$ cat config.mk
export PLATFORM = sky130hd
export DESIGN_NAME = integer_to_ascii_radix_unit_flat
export DESIGN_NICKNAME = d
export VERILOG_FILES = /design/src/rtl/core/i2a_pkg.sv /design/src/rtl/core/i2a_in_if.sv /design/src/rtl/core/i2a_out_if.sv /design/src/rtl/core/i2a_dabble.sv /design/src/rtl/core/i2a_emit.sv /design/src/rtl/core/integer_to_ascii_radix_unit.sv /design/src/flat_wrapper.sv
export VERILOG_INCLUDE_DIRS = /design/src /design/src/rtl/core
export SDC_FILE = /design/constraint.sdc
export NUM_CORES = 1
export LEC_CHECK = 0
export BUFFER_PORTS_ARGS = -buffer_cell sky130_fd_sc_hd__buf_2
export CAP_MARGIN = 20
export CORE_MARGIN = 2
export CORE_UTILIZATION = 44
export DETAILED_ROUTE_END_ITERATION = 8
export HOLD_SLACK_MARGIN = 0.02
export MAX_ROUTING_LAYER = met4
export PLACE_DENSITY = 0.64
export SKIP_LAST_GASP = 1
export SLEW_MARGIN = 20
export SYNTH_ARGS = -nofsm -noshare
export SYNTH_HDL_FRONTEND = slang
export SYNTH_SLANG_ARGS = --single-unit
export TNS_END_PERCENT = 100
$ cat constraint.sdc
create_clock -name i_clk -period 4.4 [get_ports i_clk]
set_input_delay 0.88 -clock i_clk [delete_from_list [all_inputs] [get_ports i_clk]]
set_output_delay 0.88 -clock i_clk [all_outputs]
set_load 0.02 [all_outputs]
$ cat src/rtl/core/integer_to_ascii_radix_unit_defines.svh
// Assertion macros shared by the integer to ASCII radix unit
`ifndef INTEGER_TO_ASCII_RADIX_UNIT_DEFINES_SVH
`define INTEGER_TO_ASCII_RADIX_UNIT_DEFINES_SVH

// Same-cycle implication, disabled while reset is asserted
`define I2A_ASSERT_NOW(label, clk, rst_n, ante, cons) \
    label: assert property (@(posedge clk) disable iff (!rst_n) (ante) |-> (cons)) \
        else $error("i2a assertion failed");

// Next-cycle implication, disabled while reset is asserted
`define I2A_ASSERT_NEXT(label, clk, rst_n, ante, cons) \
    label: assert property (@(posedge clk) disable iff (!rst_n) (ante) |=> (cons)) \
        else $error("i2a assertion failed");

`endif

$ cat src/rtl/core/i2a_pkg.sv
// Types, character constants and helper functions of the integer to ASCII unit
`default_nettype none

package i2a_pkg;

    localparam logic [7:0] CHAR_ZERO    = 8'h30;
    localparam logic [7:0] CHAR_UPPER_A = 8'h41;
    localparam logic [7:0] CHAR_MINUS   = 8'h2D;
    localparam logic [7:0] CHAR_NONE    = 8'h00;

    localparam logic [5:0] RADIX_BIN = 6'd2;
    localparam logic [5:0] RADIX_OCT = 6'd8;
    localparam logic [5:0] RADIX_DEC = 6'd10;
    localparam logic [5:0] RADIX_HEX = 6'd16;

    typedef enum logic [2:0] {
        RAD_BIN,
        RAD_OCT,
        RAD_DEC,
        RAD_HEX,
        RAD_BAD
    } t_radix;

    typedef enum logic [1:0] {
        ST_IDLE,
        ST_CONV,
        ST_HAND
    } t_state;

    // Hand-off from the sequencer to the emitter
    typedef struct packed {
        logic   go;
        t_radix kind;
        logic   neg;
    } t_emit_load;

    // Decimal digits needed for a w-bit magnitude (301/1000 ~ log10(2))
    function automatic int dec_digits(input int w);
        return (w * 301) / 1000 + 1;
    endfunction

    function automatic t_radix radix_kind(input logic [5:0] radix);
        t_radix kind;
        case (radix)
            RADIX_BIN: kind = RAD_BIN;
            RADIX_OCT: kind = RAD_OCT;
            RADIX_DEC: kind = RAD_DEC;
            RADIX_HEX: kind = RAD_HEX;
            default:   kind = RAD_BAD;
        endcase
        return kind;
    endfunction

endpackage

`default_nettype wire

$ cat src/rtl/core/i2a_in_if.sv
// Input channel of the integer to ASCII unit: value and radix
`default_nettype none

interface i2a_in_if #(
    parameter int VALUE_WIDTH = 32
);
    logic                          valid;
    logic                          ready;
    logic signed [VALUE_WIDTH-1:0] value;
    logic        [5:0]             radix;

    modport source (output valid, output value, output radix, input ready);
    modport sink   (input valid, input value, input radix, output ready);
endinterface

`default_nettype wire

$ cat src/rtl/core/i2a_out_if.sv
// Output channel of the integer to ASCII unit: one character per item
`default_nettype none

interface i2a_out_if;
    logic       valid;
    logic       ready;
    logic [7:0] char_code;
    logic       last;
    logic       bad_radix;

    modport source (output valid, output char_code, output last, output bad_radix, input ready);
    modport sink   (input valid, input char_code, input last, input bad_radix, output ready);
endinterface

`default_nettype wire

$ cat src/rtl/core/i2a_dabble.sv
// Bit-serial binary to BCD converter (shift and add 3), one bit per cycle
`default_nettype none

module i2a_dabble #(
    parameter int VALUE_WIDTH = 32
) (
    input  wire logic                                                 i_clk,
    input  wire logic                                                 i_rst_n,
    input  wire logic                                                 i_start,
    input  wire logic [VALUE_WIDTH-1:0]                               i_mag,
    output logic                                                      o_busy,
    output logic [4*i2a_pkg::dec_digits(VALUE_WIDTH)-1:0]             o_bcd
);
    localparam int NDIG  = i2a_pkg::dec_digits(VALUE_WIDTH);
    localparam int BCD_W = 4 * NDIG;
    localparam int CNT_W = $clog2(VALUE_WIDTH + 1);

    logic                   r_busy, n_busy;
    logic [CNT_W-1:0]       r_cnt,  n_cnt;
    logic [VALUE_WIDTH-1:0] r_bin,  n_bin;
    logic [BCD_W-1:0]       r_bcd,  n_bcd;
    logic [BCD_W-1:0]       w_adj;

    // Correct every BCD digit before the shift
    always_comb begin
        for (int i = 0; i < NDIG; i++) begin
            w_adj[4*i +: 4] = (r_bcd[4*i +: 4] >= 4'd5) ? r_bcd[4*i +: 4] + 4'd3
                                                        : r_bcd[4*i +: 4];
        end
    end

    always_comb begin
        n_busy = r_busy;
        n_cnt  = r_cnt;
        n_bin  = r_bin;
        n_bcd  = r_bcd;
        if (i_start) begin
            n_busy = 1'b1;
            n_cnt  = CNT_W'(VALUE_WIDTH);
            n_bin  = i_mag;
            n_bcd  = '0;
        end else if (r_busy) begin
            n_bcd = {w_adj[BCD_W-2:0], r_bin[VALUE_WIDTH-1]};
            n_bin = r_bin << 1;
            n_cnt = r_cnt - CNT_W'(1);
            if (r_cnt == CNT_W'(1)) begin
                n_busy = 1'b0;
            end
        end
    end

    always_ff @(posedge i_clk) begin
        if (!i_rst_n) begin
            r_busy <= 1'b0;
        end else begin
            r_busy <= n_busy;
        end
    end

    always_ff @(posedge i_clk) begin
        r_cnt <= n_cnt;
        r_bin <= n_bin;
        r_bcd <= n_bcd;
    end

    assign o_busy = r_busy;
    assign o_bcd  = r_bcd;

endmodule

`default_nettype wire

$ cat src/rtl/core/i2a_emit.sv
// Digit emitter: shifts digits out most significant first, drops leading zeros
`default_nettype none

module i2a_emit #(
    parameter int VALUE_WIDTH = 32
) (
    input  wire logic                                          i_clk,
    input  wire logic                                          i_rst_n,
    input  wire i2a_pkg::t_emit_load                           i_load,
    input  wire logic [4*i2a_pkg::dec_digits(VALUE_WIDTH)-1:0] i_word,
    input  wire logic [$clog2(VALUE_WIDTH+1)-1:0]              i_cnt,
    output logic                                               o_busy,
    i2a_out_if.source                                          o_out
);
    localparam int EW    = 4 * i2a_pkg::dec_digits(VALUE_WIDTH);
    localparam int CNT_W = $clog2(VALUE_WIDTH + 1);

    logic              r_busy, n_busy;
    logic [EW-1:0]     r_sh,   n_sh;
    logic [CNT_W-1:0]  r_cnt,  n_cnt;
    i2a_pkg::t_radix   r_kind, n_kind;
    logic              r_neg,  n_neg;
    logic              r_lead, n_lead;
    logic              r_oval, n_oval;
    logic [7:0]        r_char, n_char;
    logic              r_last, n_last;
    logic              r_bad,  n_bad;

    logic              w_free;
    logic [3:0]        w_digit;
    logic [EW-1:0]     w_shifted;
    logic [7:0]        w_char;

    // Top digit and the word after it is consumed
    always_comb begin
        case (r_kind)
            i2a_pkg::RAD_BIN: begin
                w_digit   = {3'b000, r_sh[EW-1]};
                w_shifted = r_sh << 1;
            end
            i2a_pkg::RAD_OCT: begin
                w_digit   = {1'b0, r_sh[EW-1 -: 3]};
                w_shifted = r_sh << 3;
            end
            default: begin
                w_digit   = r_sh[EW-1 -: 4];
                w_shifted = r_sh << 4;
            end
        endcase
        w_char = (w_digit < 4'd10) ? i2a_pkg::CHAR_ZERO + {4'b0000, w_digit}
                                   : i2a_pkg::CHAR_UPPER_A + {4'b0000, w_digit} - 8'd10;
    end

    always_comb begin
        n_busy = r_busy;
        n_sh   = r_sh;
        n_cnt  = r_cnt;
        n_kind = r_kind;
        n_neg  = r_neg;
        n_lead = r_lead;
        n_oval = r_oval;
        n_char = r_char;
        n_last = r_last;
        n_bad  = r_bad;
        w_free = !r_oval || o_out.ready;
        if (r_oval && o_out.ready) begin
            n_oval = 1'b0;
        end
        if (i_load.go) begin
            n_busy = 1'b1;
            n_sh   = i_word;
            n_cnt  = i_cnt;
            n_kind = i_load.kind;
            n_neg  = i_load.neg;
            n_lead = 1'b1;
        end else if (r_busy) begin
            if (r_kind == i2a_pkg::RAD_BAD) begin
                if (w_free) begin
                    n_oval = 1'b1;
                    n_char = i2a_pkg::CHAR_NONE;
                    n_last = 1'b1;
                    n_bad  = 1'b1;
                    n_busy = 1'b0;
                end
            end else if (r_neg) begin
                if (w_free) begin
                    n_oval = 1'b1;
                    n_char = i2a_pkg::CHAR_MINUS;
                    n_last = 1'b0;
                    n_bad  = 1'b0;
                    n_neg  = 1'b0;
                end
            end else if (r_lead && (w_digit == 4'd0) && (r_cnt > CNT_W'(1))) begin
                n_sh  = w_shifted;
                n_cnt = r_cnt - CNT_W'(1);
            end else if (w_free) begin
                n_oval = 1'b1;
                n_char = w_char;
                n_last = (r_cnt == CNT_W'(1));
                n_bad  = 1'b0;
                n_sh   = w_shifted;
                n_cnt  = r_cnt - CNT_W'(1);
                n_lead = 1'b0;
                if (r_cnt == CNT_W'(1)) begin
                    n_busy = 1'b0;
                end
            end
        end
    end

    always_ff @(posedge i_clk) begin
        if (!i_rst_n) begin
            r_busy <= 1'b0;
            r_oval <= 1'b0;
        end else begin
            r_busy <= n_busy;
            r_oval <= n_oval;
        end
    end

    always_ff @(posedge i_clk) begin
        r_sh   <= n_sh;
        r_cnt  <= n_cnt;
        r_kind <= n_kind;
        r_neg  <= n_neg;
        r_lead <= n_lead;
        r_char <= n_char;
        r_last <= n_last;
        r_bad  <= n_bad;
    end

    assign o_busy          = r_busy;
    assign o_out.valid     = r_oval;
    assign o_out.char_code = r_char;
    assign o_out.last      = r_last;
    assign o_out.bad_radix = r_bad;

endmodule

`default_nettype wire

$ cat src/rtl/core/integer_to_ascii_radix_unit.sv
// Top level of the integer to ASCII unit: sequencer, BCD converter and emitter
//
// Usage:
//   i_in carries one signed VALUE_WIDTH-bit value and a 6-bit radix per item.
//   o_out returns the ASCII characters most significant first, one per item,
//   with last set on the final one. Radix 10 prints '-' and the magnitude for
//   a negative value; radix 2, 8 and 16 print the raw bit pattern with A-F.
//   Any other radix returns one item with bad_radix set and char_code 0.
// Flow:
//   Radix 10 runs the shift-and-add-3 converter one bit per cycle over all
//   VALUE_WIDTH bits; the sequencer then sees it finish and hands the
//   digits over to the emitter. Other radixes skip the converter and are
//   handed over once the emitter is free. The emitter gives a sign first,
//   then steps through every digit position, dropped leading zeros
//   included. The sequencer takes a new item once it has handed the last
//   one over, so conversion overlaps the previous output.
// Reset: synchronous, active low; clears the sequencer and all valid flags.
// Stall: a low o_out.ready holds the output register; zero dropping goes on.
`default_nettype none
`include "integer_to_ascii_radix_unit_defines.svh"

module integer_to_ascii_radix_unit #(
    parameter int VALUE_WIDTH = 32
) (
    input  wire logic i_clk,
    input  wire logic i_rst_n,
    i2a_in_if.sink    i_in,
    i2a_out_if.source o_out
);
    localparam int NDIG  = i2a_pkg::dec_digits(VALUE_WIDTH);
    localparam int EW    = 4 * NDIG;
    localparam int HEXD  = (VALUE_WIDTH + 3) / 4;
    localparam int OCTD  = (VALUE_WIDTH + 2) / 3;
    localparam int CNT_W = $clog2(VALUE_WIDTH + 1);

    i2a_pkg::t_state        r_state, n_state;
    logic [VALUE_WIDTH-1:0] r_mag,   n_mag;
    i2a_pkg::t_radix        r_kind,  n_kind;
    logic                   r_neg,   n_neg;

    logic                   w_accept;
    logic                   w_ready;
    logic                   w_dab_start;
    logic                   w_in_neg;
    i2a_pkg::t_radix        w_in_kind;
    logic [VALUE_WIDTH-1:0] w_in_val;
    logic [VALUE_WIDTH-1:0] w_in_mag;
    logic                   w_dab_busy;
    logic [EW-1:0]          w_bcd;
    logic                   w_emit_busy;
    i2a_pkg::t_emit_load    w_load;
    logic [EW-1:0]          w_word;
    logic [CNT_W-1:0]       w_cnt;

    // Decode the incoming item
    assign w_in_val  = i_in.value;
    assign w_in_kind = i2a_pkg::radix_kind(i_in.radix);
    assign w_in_neg  = (w_in_kind == i2a_pkg::RAD_DEC) && w_in_val[VALUE_WIDTH-1];
    assign w_in_mag  = w_in_neg ? (~w_in_val + VALUE_WIDTH'(1)) : w_in_val;
    assign w_accept  = i_in.valid && w_ready;

    // Next state
    always_comb begin
        n_state = r_state;
        case (r_state)
            i2a_pkg::ST_IDLE: begin
                if (i_in.valid) begin
                    n_state = (w_in_kind == i2a_pkg::RAD_DEC) ? i2a_pkg::ST_CONV
                                                              : i2a_pkg::ST_HAND;
                end
            end
            i2a_pkg::ST_CONV: begin
                if (!w_dab_busy) begin
                    n_state = i2a_pkg::ST_HAND;
                end
            end
            i2a_pkg::ST_HAND: begin
                if (!w_emit_busy) begin
                    n_state = i2a_pkg::ST_IDLE;
                end
            end
            default: n_state = i2a_pkg::ST_IDLE;
        endcase
    end

    // Sequencer outputs
    always_comb begin
        w_ready     = 1'b0;
        w_dab_start = 1'b0;
        w_load.go   = 1'b0;
        w_load.kind = r_kind;
        w_load.neg  = r_neg;
        case (r_state)
            i2a_pkg::ST_IDLE: begin
                w_ready     = 1'b1;
                w_dab_start = i_in.valid && (w_in_kind == i2a_pkg::RAD_DEC);
            end
            i2a_pkg::ST_HAND: begin
                w_load.go = !w_emit_busy;
            end
            default: begin
                w_ready = 1'b0;
            end
        endcase
    end

    // Latch the magnitude and radix class of an accepted item
    always_comb begin
        n_mag  = r_mag;
        n_kind = r_kind;
        n_neg  = r_neg;
        if (w_accept) begin
            n_mag  = w_in_mag;
            n_kind = w_in_kind;
            n_neg  = w_in_neg;
        end
    end

    // Left-align the digits for the emitter and give their count
    always_comb begin
        case (r_kind)
            i2a_pkg::RAD_DEC: begin
                w_word = w_bcd;
                w_cnt  = CNT_W'(NDIG);
            end
            i2a_pkg::RAD_HEX: begin
                w_word = EW'(r_mag) << (EW - 4 * HEXD);
                w_cnt  = CNT_W'(HEXD);
            end
            i2a_pkg::RAD_OCT: begin
                w_word = EW'(r_mag) << (EW - 3 * OCTD);
                w_cnt  = CNT_W'(OCTD);
            end
            i2a_pkg::RAD_BIN: begin
                w_word = EW'(r_mag) << (EW - VALUE_WIDTH);
                w_cnt  = CNT_W'(VALUE_WIDTH);
            end
            default: begin
                w_word = '0;
                w_cnt  = CNT_W'(1);
            end
        endcase
    end

    always_ff @(posedge i_clk) begin
        if (!i_rst_n) begin
            r_state <= i2a_pkg::ST_IDLE;
        end else begin
            r_state <= n_state;
        end
    end

    always_ff @(posedge i_clk) begin
        r_mag  <= n_mag;
        r_kind <= n_kind;
        r_neg  <= n_neg;
    end

    assign i_in.ready = w_ready;

    i2a_dabble #(
        .VALUE_WIDTH(VALUE_WIDTH)
    ) u_dabble (
        .i_clk   (i_clk),
        .i_rst_n (i_rst_n),
        .i_start (w_dab_start),
        .i_mag   (w_in_mag),
        .o_busy  (w_dab_busy),
        .o_bcd   (w_bcd)
    );

    i2a_emit #(
        .VALUE_WIDTH(VALUE_WIDTH)
    ) u_emit (
        .i_clk   (i_clk),
        .i_rst_n (i_rst_n),
        .i_load  (w_load),
        .i_word  (w_word),
        .i_cnt   (w_cnt),
        .o_busy  (w_emit_busy),
        .o_out   (o_out)
    );

    // An accepted item always leaves the idle state
    `I2A_ASSERT_NEXT(a_accept_leaves_idle, i_clk, i_rst_n, w_accept, r_state != i2a_pkg::ST_IDLE)
    // A hand-off to a free emitter makes it busy in the next cycle
    `I2A_ASSERT_NEXT(a_hand_loads_emitter, i_clk, i_rst_n, w_load.go, w_emit_busy)
    // The converter is never running while the sequencer is idle
    `I2A_ASSERT_NOW(a_idle_conv_quiet, i_clk, i_rst_n, r_state == i2a_pkg::ST_IDLE, !w_dab_busy)

endmodule

`default_nettype wire
$ cat src/flat_wrapper.sv
// flat-port wrapper written by rule: the top's interface ports become plain ports
module integer_to_ascii_radix_unit_flat 
#(
    parameter int VALUE_WIDTH = 32
)
  (i_clk, i_rst_n, i_in_valid, i_in_value, i_in_radix, i_in_ready, o_out_valid, o_out_char_code, o_out_last, o_out_bad_radix, o_out_ready);
  i2a_in_if #(.VALUE_WIDTH(VALUE_WIDTH)) i_in_i ();
  i2a_out_if o_out_i ();
  input  wire logic i_clk;
  input  wire logic i_rst_n;
  input wire logic [$bits(i_in_i.valid)-1:0] i_in_valid;
  input wire logic [$bits(i_in_i.value)-1:0] i_in_value;
  input wire logic [$bits(i_in_i.radix)-1:0] i_in_radix;
  output wire logic [$bits(i_in_i.ready)-1:0] i_in_ready;
  output wire logic [$bits(o_out_i.valid)-1:0] o_out_valid;
  output wire logic [$bits(o_out_i.char_code)-1:0] o_out_char_code;
  output wire logic [$bits(o_out_i.last)-1:0] o_out_last;
  output wire logic [$bits(o_out_i.bad_radix)-1:0] o_out_bad_radix;
  input wire logic [$bits(o_out_i.ready)-1:0] o_out_ready;
  assign i_in_i.valid = i_in_valid;
  assign i_in_i.value = i_in_value;
  assign i_in_i.radix = i_in_radix;
  assign i_in_ready = i_in_i.ready;
  assign o_out_valid = o_out_i.valid;
  assign o_out_char_code = o_out_i.char_code;
  assign o_out_last = o_out_i.last;
  assign o_out_bad_radix = o_out_i.bad_radix;
  assign o_out_i.ready = o_out_ready;
  integer_to_ascii_radix_unit #(.VALUE_WIDTH(VALUE_WIDTH)) u_core (.i_clk(i_clk), .i_rst_n(i_rst_n), .i_in(i_in_i), .o_out(o_out_i));
endmodule
==> results.py <==
metrics = {
    "yosys": {
        "yosys_register_bits": 179,
        "synth.area.mux_share_pct": 9.608,
        "synth_commonest_cells": "127 x edfxtp_1, 121 x nand2_1, 82 x a21oi_1, 74 x o21ai_0, 66 x mux2i_1",
        "netlist.area_leader.share_pct": 36.29,
        "ys_top_cells_by_area": "edfxtp_1 36%, dfxtp_1 9.9%, mux2i_1 6.3%",
        "yosysTopAreaCell": "edfxtp_1",
        "yosys_warnings": 0,
        "synth_top_family_by_area": "compound AO/OA/AOI/OAI gates",
        "synthXorXnorAreaFrac_pct": 4.834,
        "yosys.area_share.simple_pct": 14.68,
        "synth_compound_area_share_pct": 16.98,
        "synthFlopType": "edfxtp_1",
        "synth_fa_ha_area_share_pct": 3.215,
        "yosysSeqAreaShare_pct": 46.20,
        "yosysMostFrequentCell": "edfxtp_1",
        "synthesis.area_um2": 10510,
        "ys_types": 62,
        "syn-num-nets": 1147,
        "syn_inst": 1078,
        "synth_edf_count": 127,
        "syn_area_per_cell_um2": 9.748,
        "async_flop_share_pct": 0,
    },
    "route": {
        "wl_um": 22240,
        "vias": 7784,
        "drc_errors": 0,
        "viasPerCell": 5.459,
        "drt_first_iter_violations": 421,
        "drt_first_pass_iters": 5,
        "wl_per_cell_um": 15.60,
        "antenna_left": 0,
    },
    "setup_path": {
        "cp_data_arrival_time_ns": 3.05,
        "path_max_fanout": 46,
        "crit_slowest_cell": "buf_4",
        "path_buf_inv": 1,
        "crit_path_max_incr_delay_ns": 0.47,
        "end_kind": "flip-flop",
        "crit_cells": 8,
        "rr_worst_depth": 8,
        "crit_type": "reg2reg",
        "path_delay_family": "simple AND/OR/NAND/NOR gates",
        "crit_chain": "or2_2 -> a21oi_1 -> ha_1 -> nand2_1 -> nor4b_1 -> o211ai_1 -> nand2_2 -> buf_4",
        "reg2reg_setup_slack_ns": 1.40,
        "start_kind": "flip-flop",
        "required_ns": 4.45,
    },
    "sta": {
        "max_slew_margin_pct": 45.58,
        "worst_clock_skew_ns": 0.01453,
        "setup_viol": 0,
        "fin_hold_ws_ns": 0.4814,
        "max_clock_freq_mhz": 333.9,
        "slew_viol_final": 0,
        "worst_pin_slew_ns": 0.8164,
        "tns_ns": 0,
        "finalCritPeriodShare_pct": 68.07,
        "final_hold_viol_count": 0,
        "rsz0062_at_grt": "no",
        "period_needed_ns": 2.995,
    },
    "clock_network": {
        "root_buffer": "clkbuf_16",
        "cts_resized": 0,
        "post_cts_buffers": 0,
        "clock_latency_ns": 0.43,
        "htree_levels": 4,
        "clock-sinks": 179,
        "postCtsHoldBufs": 0,
        "cts_buffer_depth": 2,
        "clk_pin_slew_ns": 0.07,
        "cts_tree": "done",
        "cts_buffers": 17,
    },
    "placed_design": {
        "placed_cell_area_um2": 11010,
        "gp_congestion": 0.8006,
        "dp_hpwl_um": 15400,
        "port_buffers": 52,
    },
    "pwr": {
        "p_leak_nw": 4.186,
        "intPower_mw": 3.214,
        "p_clk_share_pct": 30.7,
        "switchingPower_mw": 1.466,
        "switching_share_pct": 31.33,
        "power_mw": 4.680,
        "seqPwrFrac_pct": 48.3,
        "powerDensity_nw_per_um2": 405.0,
        "ir_drop_mv": 0.2700,
        "share_comb_of_total_power_pct": 21.0,
    },
    "layout": {
        "design_area_um2": 11560,
        "antennaDiodeCount": 0,
        "drive_gt1_share_pct": 13.55,
        "fin_nets": 1163,
        "area_delta_synth_final_pct": 9.966,
    },
    "die": {
        "coreArea_um2": 23470,
        "ios": 54,
        "start_util_pct": 44.77,
        "num_rows": 56,
        "die-area_um2": 25140,
        "dieHeight_um": 158.5,
        "die_x_um": 158.5,
    },
    "flow_run": {
        "maxCapViolCount": 0,
    },
    "global_routing": {
        "grt_use_total_pct": 18.91,
        "grt.overflow.total": 0,
        "grt_pass1_vias": 7217,
        "antenna_found_initial": 0,
        "grt_pass1_wl_um": 36720,
        "grt_max_degree": 92,
    },
    "hold_path": {
        "whs_path_depth": 2,
        "hp-class": "reg2reg",
    },
    "status": {
        "status": "finished, final reports clean",
    },
}
==> final cells by class <==
class / count / area (um^2)
clock buffer: 19 / 432.9
clock inverter: 13 / 115.1
fill: 2176 / 11920
inverter: 51 / 191.4
multi-input combinational: 780 / 5204
sequential: 179 / 4856
tap: 319 / 399.1
timing repair buffer: 65 / 357.8
==> cells by family after synthesis <==
logic type,count (synthesis)
mux,96
xor+xnor,58
flops,179
other cells,1
compound gates,283
simple gates,315
fa+ha+maj,27
buf+inv,119
==> layout by cell type, fill, tap and decap left out, types with 10 or more instances in the layout <==
cell type,Yosys,final
edfxtp_1,127,127
xor2_1,12,12
a21o_1,10,10
o21ai_0,74,74
xnor2_1,46,46
nand2_1,121,119
mux2i_1,66,66
nor2_1,65,64
a21oi_1,82,82
nand2b_1,47,47
o31ai_1,41,41
dfxtp_1,52,51
ha_1,27,27
clkbuf_16,0,17
inv_1,50,50
nor3_1,11,10
o211ai_1,44,44
mux2_2,27,27
nand3_1,24,24
buf_2,8,52
buf_4,1,13
==> flip-flops by register name, indices dropped and copies added (netlist names), 2 cells and up <==
signal	count
u_core.r_kind	3
u_core.u_emit.r_cnt	6
u_core.u_dabble.r_cnt	6
u_core.u_emit.r_sh	40
u_core.r_state	2
u_core.u_emit.r_kind	3
u_core.r_mag	32
u_core.u_emit.o_out.char_code	7
u_core.u_dabble.r_bin	32
u_core.u_dabble.o_bcd	40
==> power by group through the flow <==
stage,Clock (mW),Combinational (mW),Sequential [mW]
3_5_place_dp,0,0.977,2.30
5_1_grt,1.54,1.13,2.30
6_report,1.44,0.981,2.26
3_3_place_gp,0,0.957,2.29
2_1_floorplan,0,0.787,2.23
4_1_cts,1.47,0.986,2.26
==> path summary, 6_finish.rpt <==
kind / to / start
worst min register to register: u_core.u_dabble.o_bcd[39]$_SDFFE_PP0P_ / u_core.u_dabble.o_bcd[39]$_SDFFE_PP0P_
worst max register to register: u_core.u_emit.r_sh[13]$_DFFE_PP_ / u_core.u_emit.r_kind[1]$_DFFE_PP_
worst max-delay path: u_core.u_emit.r_sh[13]$_DFFE_PP_ / u_core.u_emit.r_kind[1]$_DFFE_PP_
worst min-delay path: u_core.u_dabble.o_bcd[39]$_SDFFE_PP0P_ / u_core.u_dabble.o_bcd[39]$_SDFFE_PP0P_
==> metal layers <==
metal,track usage [%],routed length (um)
met5,-,0
met4,4.462,245
met3,2.776,735
met2,28.18,9732
met1,27.25,11530
==> through the flow <==
stage	instances	worst slack (ns)	utilization, %
after detailed placement	1394	1.409	46.90
after global placement	1394	1.412	46.90
after floorplan	1078	0.8963	-
after global routing	1426	1.202	49.23
after CTS	1426	1.401	49.23
final	1426	1.405	49.23
==> worst min-delay path, stage by stage, from the launching register on <==
cell	delay [ns]
dfxtp_1	0.33
nand2_1	0.06
a21oi_1	0.05
Note: power is estimated with default switching activity, not from simulation.
